<file path="src/rtl/core/jse_pkg.sv">
// ---------------------------------------------------------------------------
// JSON string escaper - package
// Types, constants and character expansion functions.
// ---------------------------------------------------------------------------
package jse_pkg;

	localparam int CP_W  = 21;
	localparam int IDX_W = 4;

	typedef logic [CP_W-1:0]  cp_t;
	typedef logic [IDX_W-1:0] cidx_t;
	typedef logic [6:0]       achar_t;

	localparam cp_t REPL_CP   = 21'h00FFFD;
	localparam cp_t PRINT_LO  = 21'h000020;
	localparam cp_t PRINT_HI  = 21'h00007E;
	localparam cp_t BMP_MAX   = 21'h00FFFF;
	localparam cp_t SUPP_BASE = 21'h010000;
	localparam cp_t SURR_LO   = 21'h00D800;
	localparam cp_t SURR_HI   = 21'h00DFFF;
	localparam cp_t CP_MAX    = 21'h10FFFF;
	localparam cp_t MIN_2B    = 21'h000080;
	localparam cp_t MIN_3B    = 21'h000800;
	localparam cp_t MIN_4B    = 21'h010000;

	localparam cp_t CP_QUOTE  = 21'h000022;
	localparam cp_t CP_BSLASH = 21'h00005C;
	localparam cp_t CP_BS     = 21'h000008;
	localparam cp_t CP_FF     = 21'h00000C;
	localparam cp_t CP_LF     = 21'h00000A;
	localparam cp_t CP_CR     = 21'h00000D;
	localparam cp_t CP_TAB    = 21'h000009;

	localparam achar_t CH_NONE   = 7'h00;
	localparam achar_t CH_QUOTE  = 7'h22;
	localparam achar_t CH_BSLASH = 7'h5C;
	localparam achar_t CH_B      = 7'h62;
	localparam achar_t CH_F      = 7'h66;
	localparam achar_t CH_N      = 7'h6E;
	localparam achar_t CH_R      = 7'h72;
	localparam achar_t CH_T      = 7'h74;
	localparam achar_t CH_U      = 7'h75;
	localparam achar_t CH_ZERO   = 7'h30;
	localparam achar_t CH_HEXA   = 7'h37;

	localparam logic [5:0] HI_SURR_TAG = 6'b110110;
	localparam logic [5:0] LO_SURR_TAG = 6'b110111;

	// one decoded request: opening quote, up to two code points, closing quote
	typedef struct packed {
		logic open;
		logic a_vld;
		cp_t  a_cp;
		logic b_vld;
		cp_t  b_cp;
		logic close;
	} jse_entry_t;

	function automatic achar_t esc_char(cp_t cp);
		achar_t r;
		case (cp)
			CP_QUOTE:  r = CH_QUOTE;
			CP_BSLASH: r = CH_BSLASH;
			CP_BS:     r = CH_B;
			CP_FF:     r = CH_F;
			CP_LF:     r = CH_N;
			CP_CR:     r = CH_R;
			CP_TAB:    r = CH_T;
			default:   r = CH_NONE;
		endcase
		return r;
	endfunction

	function automatic achar_t hex_char(logic [3:0] n);
		return (n < 4'd10) ? (CH_ZERO + {3'b000, n}) : (CH_HEXA + {3'b000, n});
	endfunction

	function automatic cidx_t cp_len(cp_t cp);
		if (esc_char(cp) != CH_NONE)
			return cidx_t'(2);
		else if (cp >= PRINT_LO && cp <= PRINT_HI)
			return cidx_t'(1);
		else if (cp > BMP_MAX)
			return cidx_t'(12);
		else
			return cidx_t'(6);
	endfunction

	function automatic achar_t cp_char(cp_t cp, cidx_t k);
		achar_t      e;
		cp_t         d;
		logic [15:0] unit;
		cidx_t       j;
		logic [3:0]  nib;
		e = esc_char(cp);
		d = cp - SUPP_BASE;
		if (cp > BMP_MAX) begin
			if (k < cidx_t'(6)) begin
				unit = {HI_SURR_TAG, d[19:10]};
				j    = k;
			end else begin
				unit = {LO_SURR_TAG, d[9:0]};
				j    = k - cidx_t'(6);
			end
		end else begin
			unit = cp[15:0];
			j    = k;
		end
		case (j)
			cidx_t'(2): nib = unit[15:12];
			cidx_t'(3): nib = unit[11:8];
			cidx_t'(4): nib = unit[7:4];
			default:    nib = unit[3:0];
		endcase
		if (e != CH_NONE)
			return (k == '0) ? CH_BSLASH : e;
		else if (cp >= PRINT_LO && cp <= PRINT_HI)
			return cp[6:0];
		else if (j == '0)
			return CH_BSLASH;
		else if (j == cidx_t'(1))
			return CH_U;
		else
			return hex_char(nib);
	endfunction

endpackage

</file>
<file path="src/rtl/core/jse_fifo.sv">
// ---------------------------------------------------------------------------
// JSON string escaper - decoupling queue
// Small register queue between the decoder and the serializer.
// ---------------------------------------------------------------------------
module jse_fifo #(
	parameter int DEPTH = 2
) (
	input  logic                clk,
	input  logic                arst_n,
	input  logic                push,
	input  jse_pkg::jse_entry_t wdata,
	output logic                full,
	input  logic                pop,
	output jse_pkg::jse_entry_t rdata,
	output logic                empty
);
	import jse_pkg::*;

	localparam int AW = (DEPTH > 1) ? $clog2(DEPTH) : 1;
	localparam int CW = $clog2(DEPTH + 1);

	jse_entry_t    mem_q [DEPTH];
	logic [AW-1:0] wr_ptr_q;
	logic [AW-1:0] rd_ptr_q;
	logic [CW-1:0] count_q;

	assign full  = (count_q == CW'(DEPTH));
	assign empty = (count_q == '0);
	assign rdata = mem_q[rd_ptr_q];

	always_ff @(posedge clk) begin
		if (push)
			mem_q[wr_ptr_q] <= wdata;
	end

	always_ff @(posedge clk or negedge arst_n) begin
		if (!arst_n) begin
			wr_ptr_q <= '0;
			rd_ptr_q <= '0;
			count_q  <= '0;
		end else begin
			if (push)
				wr_ptr_q <= (wr_ptr_q == AW'(DEPTH - 1)) ? '0 : wr_ptr_q + 1'b1;
			if (pop)
				rd_ptr_q <= (rd_ptr_q == AW'(DEPTH - 1)) ? '0 : rd_ptr_q + 1'b1;
			case ({push, pop})
				2'b10:   count_q <= count_q + 1'b1;
				2'b01:   count_q <= count_q - 1'b1;
				default: count_q <= count_q;
			endcase
		end
	end

endmodule

</file>
<file path="src/rtl/core/jse_front.sv">
// ---------------------------------------------------------------------------
// JSON string escaper - UTF-8 decoder front end
// Accepts one byte per request, tracks the pending sequence and queues
// the quotes and code points that the request produces.
// ---------------------------------------------------------------------------
module jse_front (
	input  logic                clk,
	input  logic                arst_n,
	input  logic                req_valid,
	output logic                req_ready,
	input  logic [7:0]          str_byte,
	input  logic                byte_valid,
	input  logic                starts_string,
	input  logic                ends_string,
	output logic                push,
	output jse_pkg::jse_entry_t entry,
	input  logic                full
);
	import jse_pkg::*;

	cp_t        part_q;
	logic [1:0] rem_q;
	logic [2:0] len_q;

	cp_t        part_d;
	logic [1:0] rem_d;
	logic [2:0] len_d;

	always_comb begin
		cp_t  acc;
		cp_t  lo_min;
		logic bad;
		logic lead_now;

		entry       = '0;
		entry.open  = starts_string;
		entry.close = ends_string;
		part_d      = starts_string ? '0 : part_q;
		rem_d       = starts_string ? '0 : rem_q;
		len_d       = starts_string ? '0 : len_q;
		lead_now    = 1'b0;
		acc         = {part_d[14:0], str_byte[5:0]};
		lo_min      = (len_d == 3'd2) ? MIN_2B : (len_d == 3'd3) ? MIN_3B : MIN_4B;
		bad         = (acc < lo_min) || (acc >= SURR_LO && acc <= SURR_HI) || (acc > CP_MAX);

		if (byte_valid) begin
			if (rem_d == '0) begin
				lead_now = 1'b1;
			end else if (str_byte[7:6] != 2'b10) begin
				// broken continuation: replace and retry byte as a lead
				entry.a_vld = 1'b1;
				entry.a_cp  = REPL_CP;
				part_d      = '0;
				rem_d       = '0;
				len_d       = '0;
				lead_now    = 1'b1;
			end else begin
				part_d = acc;
				rem_d  = rem_d - 2'd1;
				if (rem_d == '0) begin
					entry.a_vld = 1'b1;
					entry.a_cp  = bad ? REPL_CP : acc;
					part_d      = '0;
					len_d       = '0;
				end
			end
		end

		if (lead_now) begin
			if (!str_byte[7]) begin
				entry.b_vld = 1'b1;
				entry.b_cp  = {13'b0, str_byte};
			end else if (str_byte[7:6] == 2'b10 || str_byte[7:3] == 5'b11111) begin
				entry.b_vld = 1'b1;
				entry.b_cp  = REPL_CP;
			end else if (str_byte[7:5] == 3'b110) begin
				part_d = {16'b0, str_byte[4:0]};
				rem_d  = 2'd1;
				len_d  = 3'd2;
			end else if (str_byte[7:4] == 4'b1110) begin
				part_d = {17'b0, str_byte[3:0]};
				rem_d  = 2'd2;
				len_d  = 3'd3;
			end else begin
				part_d = {18'b0, str_byte[2:0]};
				rem_d  = 2'd3;
				len_d  = 3'd4;
			end
		end

		if (ends_string) begin
			// cut-off sequence at end of string
			if (rem_d != '0) begin
				entry.b_vld = 1'b1;
				entry.b_cp  = REPL_CP;
			end
			part_d = '0;
			rem_d  = '0;
			len_d  = '0;
		end
	end

	assign req_ready = !full;
	assign push      = req_valid && !full &&
		(entry.open || entry.a_vld || entry.b_vld || entry.close);

	always_ff @(posedge clk or negedge arst_n) begin
		if (!arst_n) begin
			part_q <= '0;
			rem_q  <= '0;
			len_q  <= '0;
		end else if (req_valid && req_ready) begin
			part_q <= part_d;
			rem_q  <= rem_d;
			len_q  <= len_d;
		end
	end

endmodule

</file>
<file path="src/rtl/core/jse_back.sv">
// ---------------------------------------------------------------------------
// JSON string escaper - character serializer back end
// Expands the queue head into escaped ASCII, one character per cycle
// while char_ready does not stall the output, into an output register.
// ---------------------------------------------------------------------------
module jse_back (
	input  logic                clk,
	input  logic                arst_n,
	input  jse_pkg::jse_entry_t head,
	input  logic                empty,
	output logic                pop,
	output logic                char_valid,
	input  logic                char_ready,
	output logic [6:0]          out_char,
	output logic                last_out
);
	import jse_pkg::*;

	localparam logic [1:0] SLOT_OPEN  = 2'd0;
	localparam logic [1:0] SLOT_A     = 2'd1;
	localparam logic [1:0] SLOT_B     = 2'd2;
	localparam logic [1:0] SLOT_CLOSE = 2'd3;

	logic [3:0] done_q;
	cidx_t      k_q;
	logic       out_valid_q;
	achar_t     out_char_q;
	logic       last_q;

	logic [3:0] vmask;
	logic [3:0] rem;
	logic [3:0] cur_oh;
	logic [1:0] cur;
	cp_t        cur_cp;
	logic       is_quote;
	cidx_t      slen;
	achar_t     ch;
	logic       slot_end;
	logic       entry_end;
	logic       adv;
	logic       take;

	assign vmask = {head.close, head.b_vld, head.a_vld, head.open};
	assign rem   = vmask & ~done_q;

	always_comb begin
		if (rem[0])      cur = SLOT_OPEN;
		else if (rem[1]) cur = SLOT_A;
		else if (rem[2]) cur = SLOT_B;
		else             cur = SLOT_CLOSE;
	end

	assign cur_oh    = 4'b0001 << cur;
	assign cur_cp    = (cur == SLOT_A) ? head.a_cp : head.b_cp;
	assign is_quote  = (cur == SLOT_OPEN) || (cur == SLOT_CLOSE);
	assign slen      = is_quote ? cidx_t'(1) : cp_len(cur_cp);
	assign ch        = is_quote ? CH_QUOTE : cp_char(cur_cp, k_q);
	assign slot_end  = (k_q == slen - cidx_t'(1));
	assign entry_end = slot_end && ((rem & ~cur_oh) == '0);
	assign adv       = !out_valid_q || char_ready;
	assign take      = adv && !empty;
	assign pop       = take && entry_end;

	assign char_valid = out_valid_q;
	assign out_char   = out_char_q;
	assign last_out   = last_q;

	always_ff @(posedge clk or negedge arst_n) begin
		if (!arst_n) begin
			out_valid_q <= 1'b0;
			done_q      <= '0;
			k_q         <= '0;
		end else if (take) begin
			out_valid_q <= 1'b1;
			if (slot_end) begin
				k_q    <= '0;
				done_q <= entry_end ? '0 : (done_q | cur_oh);
			end else begin
				k_q <= k_q + cidx_t'(1);
			end
		end else if (adv) begin
			out_valid_q <= 1'b0;
		end
	end

	always_ff @(posedge clk) begin
		if (take) begin
			out_char_q <= ch;
			last_q     <= entry_end;
		end
	end

endmodule

</file>
<file path="src/rtl/core/json_string_escaper_unit.sv">
// ---------------------------------------------------------------------------
// JSON string escaper unit
// UTF-8 bytes in, quoted and escaped ASCII JSON text out.
// ---------------------------------------------------------------------------
// Each request carries at most one UTF-8 byte plus start/end flags and is
// accepted while req_ready is high; the decoder turns it into an entry of
// quotes and up to two code points, held in a FIFO_DEPTH-entry queue. The
// serializer emits one character per cycle unless char_ready stalls it; a
// request yields up to 13 characters, and requests that yield nothing
// (continuation bytes mid-sequence) take no output slot. Printable text runs
// at one byte per cycle without stalls; req_ready drops while the queue is
// full, which happens behind escapes and \uXXXX expansions. A request passes
// through the queue and the output register before its first character.
module json_string_escaper_unit #(
	parameter int FIFO_DEPTH = 2
) (
	input  logic       clk,
	input  logic       arst_n,
	input  logic       req_valid,
	output logic       req_ready,
	input  logic [7:0] str_byte,
	input  logic       byte_valid,
	input  logic       starts_string,
	input  logic       ends_string,
	output logic       char_valid,
	input  logic       char_ready,
	output logic [6:0] out_char,
	output logic       last_out
);
	import jse_pkg::*;

	jse_entry_t wr_entry;
	jse_entry_t head;
	logic       push;
	logic       full;
	logic       pop;
	logic       empty;

	jse_front u_front (
		.clk           (clk),
		.arst_n        (arst_n),
		.req_valid     (req_valid),
		.req_ready     (req_ready),
		.str_byte      (str_byte),
		.byte_valid    (byte_valid),
		.starts_string (starts_string),
		.ends_string   (ends_string),
		.push          (push),
		.entry         (wr_entry),
		.full          (full)
	);

	jse_fifo #(
		.DEPTH (FIFO_DEPTH)
	) u_fifo (
		.clk    (clk),
		.arst_n (arst_n),
		.push   (push),
		.wdata  (wr_entry),
		.full   (full),
		.pop    (pop),
		.rdata  (head),
		.empty  (empty)
	);

	jse_back u_back (
		.clk        (clk),
		.arst_n     (arst_n),
		.head       (head),
		.empty      (empty),
		.pop        (pop),
		.char_valid (char_valid),
		.char_ready (char_ready),
		.out_char   (out_char),
		.last_out   (last_out)
	);

endmodule

</file>
<file path="config.mk">
export PLATFORM = sky130hd
export DESIGN_NAME = json_string_escaper_unit
export DESIGN_NICKNAME = d
export VERILOG_FILES = /design/src/rtl/core/jse_pkg.sv /design/src/rtl/core/jse_fifo.sv /design/src/rtl/core/jse_front.sv /design/src/rtl/core/jse_back.sv /design/src/rtl/core/json_string_escaper_unit.sv
export SDC_FILE = /design/constraint.sdc
export NUM_CORES = 1
export LEC_CHECK = 0
export BUFFER_PORTS_ARGS = -buffer_cell sky130_fd_sc_hd__buf_2
export CAP_MARGIN = 20
export CORE_MARGIN = 4
export CORE_UTILIZATION = 35
export CTS_CLUSTER_SIZE = 28
export DETAILED_ROUTE_END_ITERATION = 8
export PLACE_DENSITY = 0.49
export SETUP_SLACK_MARGIN = 0.05
export SYNTH_ARGS = -nofsm -noshare
export SYNTH_HDL_FRONTEND = slang
export SYNTH_HIERARCHICAL = 1
export SYNTH_SLANG_ARGS = --single-unit
</file>
<file path="constraint.sdc">
create_clock -name clk -period 8.1 [get_ports clk]
set_clock_uncertainty 0.1 [all_clocks]
set_input_delay 1.215 -clock clk [delete_from_list [all_inputs] [get_ports clk]]
set_output_delay 1.215 -clock clk [all_outputs]
set_load 0.01 [all_outputs]
</file>
Yosys cells after proc, flatten, opt, wreduce, memory -nomap -nowiden
Memory sizes are Yosys's and may differ from the RTL's.
Index checks and enable logic that the tools add are counted.
{ "classes": {"n_addsub": 11, "multipliers": 0, "div_mod_pow": 0, "order_cmp": 9, "n_eq_ne": 24, "shift": 1, "muxes": 76, "n_bitwise": 5, "n_reduce_logical": 30} }
{ "op_table": {"columns": ["cell", "count"], "rows": [
  ["two-way mux 21 bit", 13],
  ["two-way mux 22 bit", 9],
  ["equality test 21 x 4 -> 1 bit, second input constant", 5],
  ["one-hot mux 7 bit (7 select lines)", 1],
  ["two-way mux 7 bit", 6],
  ["two-way mux 4 bit", 9],
  ["two-way mux 3 bit", 11],
  ["two-way mux 2 bit", 11],
  ["equality test 21 x 6 -> 1 bit, second input constant", 1],
  ["equality test 21 x 7 -> 1 bit, second input constant", 1],
  [">= comparator 21 x 16 -> 1 bit, second input constant", 1],
  [">= comparator 21 x 6 -> 1 bit, second input constant", 1],
  ["greater-than comparator 21 x 16 -> 1 bit, second input constant", 1],
  ["greater-than comparator 21 bit, second input constant", 1],
  ["less-or-equal comparator 21 x 16 -> 1 bit, second input constant", 1],
  ["less-or-equal comparator 21 x 7 -> 1 bit, second input constant", 1],
  ["less-than comparator 21 bit", 1],
  ["subtractor 20 x 17 -> 20 bit, second input constant", 1],
  ["two-way mux 17 bit", 1],
  ["two-way mux 16 bit", 1],
  ["adder 6 x 4 -> 7 bit, first input constant", 2],
  ["zero test 4 bit", 3],
  ["one-hot mux 4 bit (3 select lines)", 1],
  ["two-way mux 1 bit", 11],
  ["other kinds (32)", 62]
]} }
{ "word_totals": {"register_bits": 47, "latchBits": 0, "mem_bits_rw": 92, "mem_bits_ro": 0, "in_bits": 15, "output_inout_bits": 10, "elab_cells": 168, "mem_count": 1} }
{ "memory_table": {"columns": ["name", "words", "width", "rd", "rd_clocked_by_memory_dff", "write_ports", "line", "text"], "rows": [
  ["u_fifo.mem_q", 2, 46, 1, 0, 1, "jse_fifo.sv:22", "jse_entry_t mem_q [DEPTH];"]
]} }

Longest topological paths before layout
{ "depth": {"word_depth": 18, "depth_mapped": 34, "mapped_depth_nobuf": 26} }

Hierarchy
The synthesis kept the hierarchy.
{ "modules_own_cells": {"columns": ["module", "n_inst", "cells_each", "area_per_inst_um2", "seq_area_each_um2"], "rows": [
  ["jse_fifo", 1, 159, 3627.2, 2862.7],
  ["jse_back", 1, 287, 2469.9, 465.4],
  ["jse_front", 1, 207, 1755.4, 500.5]
]} }

Worst setup path before layout
No wires, ideal clock.
{ "synth_path": {"kind": "reg-to-reg", "start": "register u_fifo.rd_ptr_q", "end": "register u_fifo.count_q[1]", "setup_ps": 79, "arrival_ps": 5767, "required_time_ps": 7921, "path_slack_ps": 2153, "path_stages_with_launch": 34, "n_path_buf": 8, "synth_period_minus_slack_ps": 5947, "path_cell_list": "dfrtp_1 -> buf_6 -> buf_6 -> mux2_4 -> nor2b_1 -> nor2_1 -> or2_2 -> inv_1 -> ha_1 -> buf_6 -> buf_6 -> buf_6 -> buf_2 -> buf_1 -> mux2i_1 -> ha_1 -> o211a_1 -> o211ai_1 -> a21oi_2 -> and2b_1 -> nor2_4 -> o21ai_0 -> ha_1 -> xnor2_1 -> nor2_1 -> mux2i_1 -> a2bb2oi_1 -> nor3_4 -> buf_4 -> nand3_1 -> inv_1 -> ha_1 -> nor2_1 -> xor2_1"} }
{ "synth_lines": {"columns": ["element", "line", "text"], "rows": [
  ["start: declaration", "jse_fifo.sv:24", "logic [AW-1:0] rd_ptr_q;"],
  ["start signal: assignment", "jse_fifo.sv:45", "rd_ptr_q <= (rd_ptr_q == AW'(DEPTH - 1)) ? '0 : rd_ptr_q + 1'b1;"],
  ["end signal: assignment", "jse_fifo.sv:47", "2'b10: count_q <= count_q + 1'b1;"],
  ["end signal: assignment", "jse_fifo.sv:48", "2'b01: count_q <= count_q - 1'b1;"],
  ["end signal: assignment", "jse_fifo.sv:49", "default: count_q <= count_q;"],
  ["end: declaration", "jse_fifo.sv:25", "logic [CW-1:0] count_q;"]
]} }

==> run summary <==
The tool flagged a number of max-cap violations equal to 0. The slowest stage of the critical path belongs to the cell nor3_4. The first detailed-routing pass took 5 iterations. In the layout the commonest cells are edfxtp_1, nand2_1, dfrtp_1.

The area growth from synthesis to layout is 10.3%. The total number of clock tree sinks is 133. The placeable core region is 0.0220 mm².

The worst setup path is captured at a flop. The average cell area after synthesis is 12.0 µm². The die area is 0.0249 mm². The path with the worst hold slack has its endpoint at u_fifo/count_q[1]. The worst path needs 6.04 ns of the cycle, external delays included. The count of placed standard cells in the final layout, fillers left out came out at 957. The register-to-register setup slack is 2.06 ns.

The setup TNS is 0 ns. TritonCTS built the clock tree. The most frequent standard cell in the layout excluding fill and tap cells is edfxtp_1.

The min-delay analysis places its worst path in the category reg -> reg. The initial core utilization is 35.8%. The endpoint identified for the worst register-to-register timing path is u_fifo/count_q[1].

By startpoint and endpoint, the worst setup path is classified as reg -> reg. The via density per instance came out at 5.47. The leakage power is 3.25 nW. The number of enable-type register cells in the synthesized netlist came out at 100. In this run the most critical hold path is launched from u_fifo/count_q[1]. The worst setup path is launched from a flop.

The post-cts resize count came out at 0. The first global-routing pass estimated 28800 µm of wire. The number of antenna violations at the first check in global routing was 0. Buffers placed on the I/O ports in this run total 24. The number of cells traversed by the worst hold path came out at 1. The floorplan step set the die height to 158 µm. The mean routed wirelength per cell came out at 18.8 µm.

The peak per-stage delay on the critical path is 0.47 ns. The largest vdd supply drop is 0.133 mV. The number of primary I/O pins is 25.

The share of the yosys chip area belonging to registers came out at 48.8%. The proportion of layout cells with a drive suffix above 1 came out at 23.3%. In this design, the critical path's most frequently occurring cell is ha_1. In this run, post-CTS hold repair placed 0 buffers. The clock slew seen by the registers of the worst setup and hold paths came out at 0.06 ns.

The dominant register cell in the synthesized netlist is edfxtp_1. Clock tree synthesis inserted a total of 17 buffers. The required time reported for the critical path endpoint is 8.33 ns.

The number of cells traversed by the worst register-to-register path is 25. The antenna diode instance count came out at 0. The standard-cell row count came out at 54. The number of register bits inferred by synthesis is 133. Once the clock tree was built, the setup fixing pass inserted 0 buffers. The depth of the CTS H-tree is 4.

The max-slew violation count came out at 0. The total wire length after detailed routing is 18000 µm. The worst-margin pin slew is 1.12 ns. The worst flop-to-flop path startpoint is u_fifo/rd_ptr_q. The overall fraction of global-route tracks in use came out at 14.9%. The worst-case clock buffer depth is 2. Synthesis instantiated 92 different standard cells from the library. The via count of the first global-routing pass was 5144.

The number of standard cells after synthesis came out at 653. In this run the worst path has a maximum fanout of 39. The starting DRC count in detailed routing came out at 365. The antenna violation net count after detailed routing came out at 0.

The critical path starts at u_fifo/rd_ptr_q. Global routing finished with a remaining overflow of 0. The final clock period utilization by the worst path is 74.6%.

Entering global routing, the biggest net connects 47 pins. The power density normalized to cell area came out at 390 mW/mm². The fraction of synthesis flops using an asynchronous set or reset pin is 24.8%. The routed layout has 5236 vias.

The count of final setup violators is 0. After detailed routing, the number of remaining DRC violations is 0. The flow ran to the end, and the final reports show no timing, DRC or antenna violations. The worst path arrival time came out at 6.28 ns.

The clock latency on the worst-skew pair is 0.41 ns. The routability congestion estimate from global placement is 0.845. The detailed placement HPWL came out at 12900 µm. After the last flow step, the layout net total stands at 694.

The netlist area before placement is 0.00785 mm². The total of warnings raised by yosys came out at 6. The final hold violation count came to 0. The post-placement cell count is 923. The floorplan step set the die width to 158 µm. Setup repair after global routing left no endpoint under its margin. The headroom to the max-slew limit is 23.5%. The tree is rooted in a clkbuf_16.

The maximum clock frequency came out at 0.166 GHz.
metal layers:
layer	up-vias	global-route usage, %	share of wire [%]
li1	2528	-	-
met1	2558	21.0	47
met2	137	23.3	47
met3	13	2.82	4.1
met4	0	4.34	1.1
met5	-	0	0
synthesized netlist by cell type, drive strengths merged (10+ instances only):
| cell | number | area [µm²] |
|---|---|---|
| a21oi | 15 | 82.6 |
| a22o | 14 | 124 |
| a31oi | 29 | 196 |
| and2 | 11 | 70.1 |
| buf | 35 | 288 |
| dfrtp | 33 | 826 |
| edfxtp | 100 | 3000 |
| ha | 15 | 188 |
| inv | 23 | 86.3 |
| mux2 | 53 | 709 |
| mux2i | 22 | 249 |
| nand2 | 47 | 176 |
| nand2b | 13 | 81.3 |
| nand3 | 15 | 80.1 |
| nor2 | 31 | 124 |
| nor2b | 10 | 65.1 |
| nor3 | 12 | 71.3 |
| o211ai | 10 | 88.8 |
| o21ai | 29 | 145 |
| xnor2 | 10 | 87.6 |
worst max-delay path by stage:
stage | depth (start not counted) | slack, ns | end
floorplan | 33 | 2.15 | u_fifo/count_q[1]
global placement | 23 | 2.27 | u_fifo/count_q[1]
detailed placement | 24 | 2.04 | u_fifo/count_q[1]
CTS | 24 | 2.04 | u_fifo/count_q[1]
global route | 24 | 1.52 | u_fifo/count_q[1]
finish | 25 | 2.06 | u_fifo/count_q[1]
power by group:
group | switching (W) | internal [W] | total (W) | leakage, nW
clock | 0.000314 | 0.000431 | 0.000745 | 0.276
sequential | 0.0000805 | 0.000936 | 0.00102 | 1.39
combinational | 0.000939 | 0.000680 | 0.00162 | 1.59
final cells by class:
class                           count  area, µm²
Tap cell                          280        350
Clock buffer                       18        429
Multi-Input combinational cell    458       3640
Inverter                           23       86.3
Clock inverter                     14        143
Timing Repair Buffer               31        180
Sequential cell                   133       3830
Fill cell                        2055      13300
critical path, delay by kind of cell (launching register included):
family | cells | cell delay [ns]
fa+ha+maj | 4 | 0.98
xor+xnor | 2 | 0.31
flops | 1 | 0.42
compound gates | 5 | 0.96
mux | 3 | 0.83
buf+inv | 3 | 0.63
simple gates | 8 | 1.72
metrics by stage:
step / power [W] / util (%) / cell area [µm²] / hold slack [ns] / setup WS, ns
after floorplan: 0.00231 / - / 7870 / 0.356 / 2.15
after global routing: 0.00360 / 39.5 / 8660 / 0.429 / 1.52
after detailed placement: 0.00264 / 36.7 / 8070 / 0.384 / 2.04
final: 0.00338 / 39.5 / 8660 / 0.404 / 2.06
after global placement: 0.00262 / 36.7 / 8070 / 0.388 / 2.27
after CTS: 0.00340 / 39.4 / 8640 / 0.401 / 2.04
flip-flops by register name, indices dropped and copies added (netlist names), 2 cells and up:
register and flops:
u_front/len_q 3, u_back/out_char 7, u_front/rem_q 2, u_back/k_q 4, u_fifo/count_q 2, u_fifo/mem_q 92, u_front/part_q 15, u_back/done_q 4
cell families (layout without fill, tap and decap cells):
family / Yosys count / after routing / share of synthesized area, %
muxes: 78 / 78 / 13.1
buffers and inverters: 66 / 86 / 5.18
other: 1 / 5 / 0.0478
and+or+nand+nor: 192 / 192 / 13.8
AOI/OAI and AO/OA: 154 / 154 / 15.2
xor gates and xnor gates: 14 / 14 / 1.56
adders and majority gates: 15 / 15 / 2.39
DFF: 133 / 133 / 48.8
(Power assumes the default switching activity.)
